## config.mk

```make
export PLATFORM = sky130hd
export DESIGN_NAME = multi_level_priority_fifo
export DESIGN_NICKNAME = d
export VERILOG_FILES = /design/src/design/mlpq_pkg.sv /design/src/design/multi_level_priority_fifo.sv /design/src/design/mlpq_ram.sv /design/src/design/mlpq_levels.sv
export SDC_FILE = /design/constraint.sdc
export NUM_CORES = 2
export LEC_CHECK = 0
export ABC_AREA = 1
export BUFFER_PORTS_ARGS = -buffer_cell sky130_fd_sc_hd__buf_4
export CAP_MARGIN = 0
export CORE_MARGIN = 5
export CORE_UTILIZATION = 50
export CTS_CLUSTER_DIAMETER = 40
export DETAILED_ROUTE_END_ITERATION = 12
export PLACE_DENSITY = 0.71
export SLEW_MARGIN = 20
export SYNTH_ARGS = -nofsm -noshare
export SYNTH_HDL_FRONTEND = slang
export SYNTH_SLANG_ARGS = --single-unit
```

## constraint.sdc

```tcl
create_clock -name clk -period 4.65 [get_ports clk]
set_input_delay 0.93 -clock clk [delete_from_list [all_inputs] [get_ports clk]]
set_output_delay 0.93 -clock clk [all_outputs]
set_load 0.1 [all_outputs]
```

## src/design/mlpq_pkg.sv

```systemverilog
// ----------------------------------------------------------------------------
// mlpq_pkg
// Shared constants, status codes and interface types for the multi-level
// priority FIFO: level count, ring depth, word width and derived widths.
// ----------------------------------------------------------------------------
package mlpq_pkg;

  localparam int LEVELS     = 8;
  localparam int DEPTH      = 8;
  localparam int DATA_WIDTH = 32;

  // Fixed port widths
  localparam int PORT_DW = 32;
  localparam int PRI_W   = 3;
  localparam int STAT_W  = 2;

  // Derived widths
  localparam int LVL_W  = (LEVELS > 1) ? $clog2(LEVELS) : 1;
  localparam int PTR_W  = (DEPTH > 1) ? $clog2(DEPTH) : 1;
  localparam int CNT_W  = $clog2(DEPTH + 1);
  localparam int SUM_W  = $clog2(2 * DEPTH);
  localparam int WORDS  = LEVELS * DEPTH;
  localparam int ADDR_W = $clog2(WORDS);

  // Action codes
  localparam logic ACT_INSERT = 1'b0;
  localparam logic ACT_REMOVE = 1'b1;

  // Result status codes
  localparam logic [STAT_W-1:0] ST_INSERTED = 2'd0;
  localparam logic [STAT_W-1:0] ST_FULL     = 2'd1;
  localparam logic [STAT_W-1:0] ST_REMOVED  = 2'd2;
  localparam logic [STAT_W-1:0] ST_EMPTY    = 2'd3;

  // Commands from the controller to the level bookkeeping
  typedef struct packed {
    logic             push;
    logic             pop;
    logic [PRI_W-1:0] push_pri;
  } mlpq_cmd_t;

  // Status from the level bookkeeping to the controller
  typedef struct packed {
    logic              push_ok;
    logic [ADDR_W-1:0] tail_addr;
    logic              pop_ok;
    logic [LVL_W-1:0]  pop_level;
    logic [ADDR_W-1:0] head_addr;
  } mlpq_info_t;

endpackage

```

## src/design/multi_level_priority_fifo.sv

```systemverilog
// Results: an insert or empty-queue remove loads the output register at accept;
// a successful remove first enters S_READ for the registered store read, then
// loads it. One insert per cycle while out_ready keeps the result drained; a
// remove holds off the input while the entry store read completes.
// Reset: synchronous active-low rst_n empties every level and the output
// register; store contents stay undefined until written.
// ----------------------------------------------------------------------------
// multi_level_priority_fifo
// Priority queue of per-level circular FIFOs sharing one entry store.
// Inserts append to a level's ring; removes pop the highest non-empty level.
// ----------------------------------------------------------------------------
module multi_level_priority_fifo
  import mlpq_pkg::*;
(
  input  logic                      clk,
  input  logic                      rst_n,
  input  logic                      in_valid,
  output logic                      in_ready,
  input  logic                      in_action,
  input  logic signed [PORT_DW-1:0] in_data_in,
  input  logic        [PRI_W-1:0]   in_priority_req,
  output logic                      out_valid,
  input  logic                      out_ready,
  output logic        [STAT_W-1:0]  out_status,
  output logic signed [PORT_DW-1:0] out_data_out,
  output logic        [PRI_W-1:0]   out_level_out
);

  localparam logic S_IDLE = 1'b0;
  localparam logic S_READ = 1'b1;

  logic                  state_r, state_nxt;
  logic                  out_valid_r, out_valid_nxt;
  logic [STAT_W-1:0]     status_r, status_nxt;
  logic [PORT_DW-1:0]    data_r, data_nxt;
  logic [PRI_W-1:0]      level_r, level_nxt;
  logic [LVL_W-1:0]      pop_lvl_r, pop_lvl_nxt;

  logic                  accept;
  logic                  is_insert;
  mlpq_cmd_t             cmd;
  mlpq_info_t            info;
  logic [DATA_WIDTH-1:0] rd_data;

  assign in_ready  = (state_r == S_IDLE) && (!out_valid_r || out_ready);
  assign accept    = in_valid && in_ready;
  assign is_insert = (in_action == ACT_INSERT);

  // Issue level updates for the accepted transaction
  assign cmd.push     = accept && is_insert && info.push_ok;
  assign cmd.pop      = accept && !is_insert && info.pop_ok;
  assign cmd.push_pri = in_priority_req;

  mlpq_levels u_levels (
    .clk   (clk),
    .rst_n (rst_n),
    .cmd   (cmd),
    .info  (info)
  );

  mlpq_ram u_ram (
    .clk     (clk),
    .wr_en   (cmd.push),
    .wr_addr (info.tail_addr),
    .wr_data (DATA_WIDTH'(in_data_in)),
    .rd_en   (cmd.pop),
    .rd_addr (info.head_addr),
    .rd_data (rd_data)
  );

  // Sequence transactions and load the output register
  always_comb begin
    state_nxt     = state_r;
    out_valid_nxt = out_valid_r;
    status_nxt    = status_r;
    data_nxt      = data_r;
    level_nxt     = level_r;
    pop_lvl_nxt   = pop_lvl_r;
    if (out_valid_r && out_ready) begin
      out_valid_nxt = 1'b0;
    end
    unique case (state_r)
      S_IDLE: begin
        if (accept) begin
          if (is_insert) begin
            out_valid_nxt = 1'b1;
            status_nxt    = info.push_ok ? ST_INSERTED : ST_FULL;
            data_nxt      = '0;
            level_nxt     = '0;
          end else if (info.pop_ok) begin
            pop_lvl_nxt = info.pop_level;
            state_nxt   = S_READ;
          end else begin
            out_valid_nxt = 1'b1;
            status_nxt    = ST_EMPTY;
            data_nxt      = '0;
            level_nxt     = '0;
          end
        end
      end
      S_READ: begin
        out_valid_nxt = 1'b1;
        status_nxt    = ST_REMOVED;
        data_nxt      = PORT_DW'(rd_data);
        level_nxt     = PRI_W'(pop_lvl_r);
        state_nxt     = S_IDLE;
      end
      default: state_nxt = S_IDLE;
    endcase
  end

  always_ff @(posedge clk) begin
    if (!rst_n) begin
      state_r     <= S_IDLE;
      out_valid_r <= 1'b0;
    end else begin
      state_r     <= state_nxt;
      out_valid_r <= out_valid_nxt;
    end
  end

  always_ff @(posedge clk) begin
    status_r  <= status_nxt;
    data_r    <= data_nxt;
    level_r   <= level_nxt;
    pop_lvl_r <= pop_lvl_nxt;
  end

  assign out_valid     = out_valid_r;
  assign out_status    = status_r;
  assign out_data_out  = data_r;
  assign out_level_out = level_r;

  // Hold input while the store read is in flight
  a_no_accept_in_read: assert property (@(posedge clk) disable iff (!rst_n)
    (state_r == S_READ) |-> !in_ready)
    else $error("input accepted during store read");

  // Read cycle always delivers a removed word
  a_read_delivers: assert property (@(posedge clk) disable iff (!rst_n)
    (state_r == S_READ) |=> (out_valid_r && (status_r == ST_REMOVED)))
    else $error("store read did not produce a removed result");

  // Non-remove results carry zero word and level
  a_zero_payload: assert property (@(posedge clk) disable iff (!rst_n)
    (out_valid_r && (status_r != ST_REMOVED)) |-> ((data_r == '0) && (level_r == '0)))
    else $error("non-remove result has nonzero payload");

  // Successful remove enters the read state
  a_pop_to_read: assert property (@(posedge clk) disable iff (!rst_n)
    cmd.pop |=> (state_r == S_READ))
    else $error("remove did not start a store read");

endmodule

```

## src/design/mlpq_ram.sv

```systemverilog
// ----------------------------------------------------------------------------
// mlpq_ram
// Shared entry store: one write port and one read port, registered read data.
// ----------------------------------------------------------------------------
module mlpq_ram
  import mlpq_pkg::*;
(
  input  logic                  clk,
  input  logic                  wr_en,
  input  logic [ADDR_W-1:0]     wr_addr,
  input  logic [DATA_WIDTH-1:0] wr_data,
  input  logic                  rd_en,
  input  logic [ADDR_W-1:0]     rd_addr,
  output logic [DATA_WIDTH-1:0] rd_data
);

  logic [DATA_WIDTH-1:0] mem [WORDS];

  // Write port
  always_ff @(posedge clk) begin
    if (wr_en) begin
      mem[wr_addr] <= wr_data;
    end
  end

  // Read port, registered read data
  always_ff @(posedge clk) begin
    if (rd_en) begin
      rd_data <= mem[rd_addr];
    end
  end

endmodule

```

## src/design/mlpq_levels.sv

```systemverilog
// ----------------------------------------------------------------------------
// mlpq_levels
// Per-level head pointers and occupancy counts, tail address computation and
// the priority encoder that picks the highest non-empty level.
// ----------------------------------------------------------------------------
module mlpq_levels
  import mlpq_pkg::*;
(
  input  logic       clk,
  input  logic       rst_n,
  input  mlpq_cmd_t  cmd,
  output mlpq_info_t info
);

  logic [PTR_W-1:0] head_r [LEVELS];
  logic [CNT_W-1:0] cnt_r  [LEVELS];

  logic             pri_in_range;
  logic [LVL_W-1:0] push_lvl;
  logic [PTR_W-1:0] push_head;
  logic [CNT_W-1:0] push_cnt;
  logic [SUM_W-1:0] tail_sum;
  logic [PTR_W-1:0] tail_ptr;
  logic             found;
  logic [LVL_W-1:0] top_lvl;
  logic [PTR_W-1:0] top_head;
  logic [PTR_W-1:0] top_head_inc;

  // Look up the requested level for an insert
  assign pri_in_range = 32'(cmd.push_pri) < 32'(LEVELS);
  assign push_lvl     = LVL_W'(cmd.push_pri);
  assign push_head    = head_r[push_lvl];
  assign push_cnt     = cnt_r[push_lvl];

  // Wrap head plus count into the ring
  always_comb begin
    tail_sum = SUM_W'(push_head) + SUM_W'(push_cnt);
    if (tail_sum >= SUM_W'(DEPTH)) begin
      tail_sum = tail_sum - SUM_W'(DEPTH);
    end
    tail_ptr = PTR_W'(tail_sum);
  end

  // Find the highest-numbered non-empty level
  always_comb begin
    found   = 1'b0;
    top_lvl = '0;
    for (int i = 0; i < LEVELS; i++) begin
      if (cnt_r[i] != '0) begin
        found   = 1'b1;
        top_lvl = LVL_W'(i);
      end
    end
  end

  assign top_head     = head_r[top_lvl];
  assign top_head_inc = (32'(top_head) == DEPTH - 1) ? '0 : top_head + PTR_W'(1);

  assign info.push_ok   = pri_in_range && (push_cnt < CNT_W'(DEPTH));
  assign info.tail_addr = ADDR_W'(push_lvl) * ADDR_W'(DEPTH) + ADDR_W'(tail_ptr);
  assign info.pop_ok    = found;
  assign info.pop_level = top_lvl;
  assign info.head_addr = ADDR_W'(top_lvl) * ADDR_W'(DEPTH) + ADDR_W'(top_head);

  // Grow the count on push; advance head and shrink the count on pop
  always_ff @(posedge clk) begin
    if (!rst_n) begin
      for (int i = 0; i < LEVELS; i++) begin
        head_r[i] <= '0;
        cnt_r[i]  <= '0;
      end
    end else begin
      if (cmd.push) begin
        cnt_r[push_lvl] <= push_cnt + CNT_W'(1);
      end
      if (cmd.pop) begin
        head_r[top_lvl] <= top_head_inc;
        cnt_r[top_lvl]  <= cnt_r[top_lvl] - CNT_W'(1);
      end
    end
  end

endmodule

```

==> metrics.txt <==
clock buffer depth=4; path type of the worst min-delay path=in2reg; DR iter-0 viols=9410; Max-Slew Margin vs Limit=24.4%; fillers=15000; total number of vias=67600; core footprint=191000 um^2; routed wire length=289000 um; DRC errors left=0; chip width=around 450 um; Cell Area, Synth=95900 um^2; clock sinks=2178; Hold-fix buffers, CTS=0; Post CTS Setup Buffer Count=0; post-synthesis adder-cell area fraction=less than 1%; MaxCap Viol Count=0; setup TNS=0 ns; area leader, netlist=edfxtp_1; most frequent cells after synthesis=edfxtp_1 (2176), nand2_1 (2112), nand3_1 (1815), inv_1 (1779), o21bai_1 (416); CTS buffer count=309; syn_nets=9113; post-synthesis compound-gate area fraction=3.71%; leakage=around 47 nW; count leader, synth=edfxtp_1; Synth top area share=between 60% and 70%; PwrDens=444 nW/um^2; critical path type=reg2reg; Synth Register Bits=2178; number of synthesized flops with an enable pin=2176; Synth Flop Type=edfxtp_1; register area=65400 um^2; synthesized area per cell=10.6 um^2; worst path arrival time=5.17 ns; Total GRT Usage=28.3%; skew final=0.0529 ns; first-pass GRT wire length=417000 um; vias in the first global route=64300; FFs w/ async S/R, synth=0%; Final Hold Vio Count=0; largest net degree at the start of global routing=161; Root Buffer=clkbuf_16; global route overflow=0; XOR/XNOR share of the synthesized area=0.0626%; largest cells by area after synthesis=edfxtp_1 (68%), nand3_1 (9.5%), nand2_1 (8.3%), inv_1 (7.0%), o21bai_1 (3.3%); post-DR vias/cell=5.63; design area=112000 um^2; multi-input logic area=22000 um^2; Synth cell types=44; worst slew pin tran=1.13 ns; Initial Util=50.3%; Finished Layout Cells=12000; Period minus WS final=~4.4 ns; die area=201000 um^2; Final Setup Violations=0; Peak Freq=0.229 GHz; multiplexer share of the synthesized area=0%; TritonRoute pass-1 iters=10; outcome=completed; RSZ-0062 raised after global routing=false; internal reg-to-reg setup slack=0.28 ns; Detail Route Antenna Nets=0; Critical Path Start Type=flip-flop; Layout Nets=9308; CP required=about 5.5 ns; crit end category=flip-flop; Worst-path clk slew=0.06 ns; I/O pins=79; sequential share of the synthesized area=68.1%; H-tree depth=5; Area Overhead vs Synth=16.5%; worst-path maximum fanout=41; cell count after synthesis=between 9000 and 10000; Tcrit/Tclk final=a little over nine tenths; FP Rows=160; Worst IR Drop VDD=0.475 mV; simple-gate share of the synthesized area=18.5%; utilization after layout=58.6%; CTS tree=built; antenna violations before repair=14; Die Height=448 um; Clk Latency, worst-skew pair=slightly above 0.9 ns; Post-DP Area=102000 um^2; total power=about 50 mW; routability cong.=0.946; dpl hpwl=between 150000 and 200000 um; synth warn=0; post_cts resized=0; largest family of logic cells by synthesized area=simple AND/OR/NAND/NOR gates; Placed Instances=around 11000; Slew Viols, Final=0; fraction of final layout cells sized beyond drive strength 1=10.1%; DR WL/cell=24.0 um; PortBufs=78
[layer usage]
| metal | share of wire, % | vias up | global-route usage [%] |
|---|---|---|---|
| met2 | 46 | 4051 | 44.2 |
| met4 | 6.5 | 0 | 16.1 |
| met1 | 37 | 32400 | 37.3 |
| li1 | - | 30300 | - |
| met3 | 11 | 797 | 5.62 |
| met5 | 0 | - | 0 |
[where the power goes]
part / switching (mW) / internal (mW) / total [mW]
Sequential: 0.0615 / 21.8 / 21.8
Combinational: 3.82 / 1.29 / 5.11
Clock: 8.87 / 13.8 / 22.7
Total: 12.8 / 36.9 / 49.7
[area by class of cell]
| type | instances | area share (%) |
|---|---|---|
| Sequential cell | 2178 | 58.5 |
| Multi-Input combinational cell | 4606 | 19.7 |
| Clock buffer | 340 | 7.12 |
| Inverter | 1789 | 6.02 |
| Timing Repair Buffer | 379 | 4.02 |
| Tap cell | 2511 | 2.81 |
| Clock inverter | 202 | 1.80 |
| Antenna cell | 5 | 0.0112 |
[critical path, cell delays in order (launching register included)]
cell	delay [ns]
edfxtp_1	0.44
nor2_1	0.13
nand3_1	0.33
nor2_2	0.33
nand3_2	0.21
a21oi_4	0.18
buf_4	0.18
nand3_1	0.08
nand2_1	0.13
inv_1	0.11
nand2_8	0.31
buf_12	0.28
buf_4	0.37
nand3_1	0.14
nand3_1	0.10
nand3_1	0.20
nand2_1	0.25
nand2_1	0.16
nand2_1	0.11
inv_1	0.05
nand2_1	0.05
[state kept, by name (all words and copies together) (netlist names)]
register	flops
u_levels.head_r	24
out_status	2
u_levels.cnt_r	32
out_level_out	3
u_ram.mem	2048
pop_lvl_r	3
state_r	1
out_valid	1
out_data_out	32
u_ram.rd_data	32
[metrics by stage]
step / hold slack (ns) / setup WS (ns)
after detailed placement: 0.496 / 0.235
final: 0.309 / 0.282
after floorplan: 0.481 / -0.185
after global placement: 0.498 / 0.122
after global routing: 0.293 / 0.124
after CTS: 0.260 / 0.338
[worst paths after layout]
check                  startpoint          endpoint  cells after the start
max          u_levels.cnt_r[7][1]  u_ram.rd_data[9]                     20
min                     in_action     out_status[1]                      3
max reg2reg  u_levels.cnt_r[7][1]  u_ram.rd_data[9]                     20
min reg2reg      u_ram.rd_data[3]   out_data_out[3]                      2
[cells in the final DEF (no fill, tap or decap), types with 4 or more instances in the layout]
master and n:
inv_8 17, bufinv_16 24, nand2_1 2110, inv_6 34
clkbuf_1 26, inv_2 6, xor2_1 4, clkinv_4 24
nor2_4 68, edfxtp_1 2176, a21oi_1 8, a221oi_1 9
nor3_1 9, buf_4 248, clkinvlp_4 37, nand3_1 1815
o21ai_1 6, ha_1 4, clkbuf_16 314, o21ai_0 23
o22ai_1 10, diode_2 5, nor2_1 87, o21bai_1 416
buf_12 130, inv_1 1779, clkinv_2 32, clkinv_1 35
[cell families after synthesis]
kind of cell / Yosys count
simple gates: 4109
buf+inv: 2284
flops: 2178
compound gates: 486
xor+xnor: 6
fa+ha+maj: 5
Power figures use the tool's default switching activity.
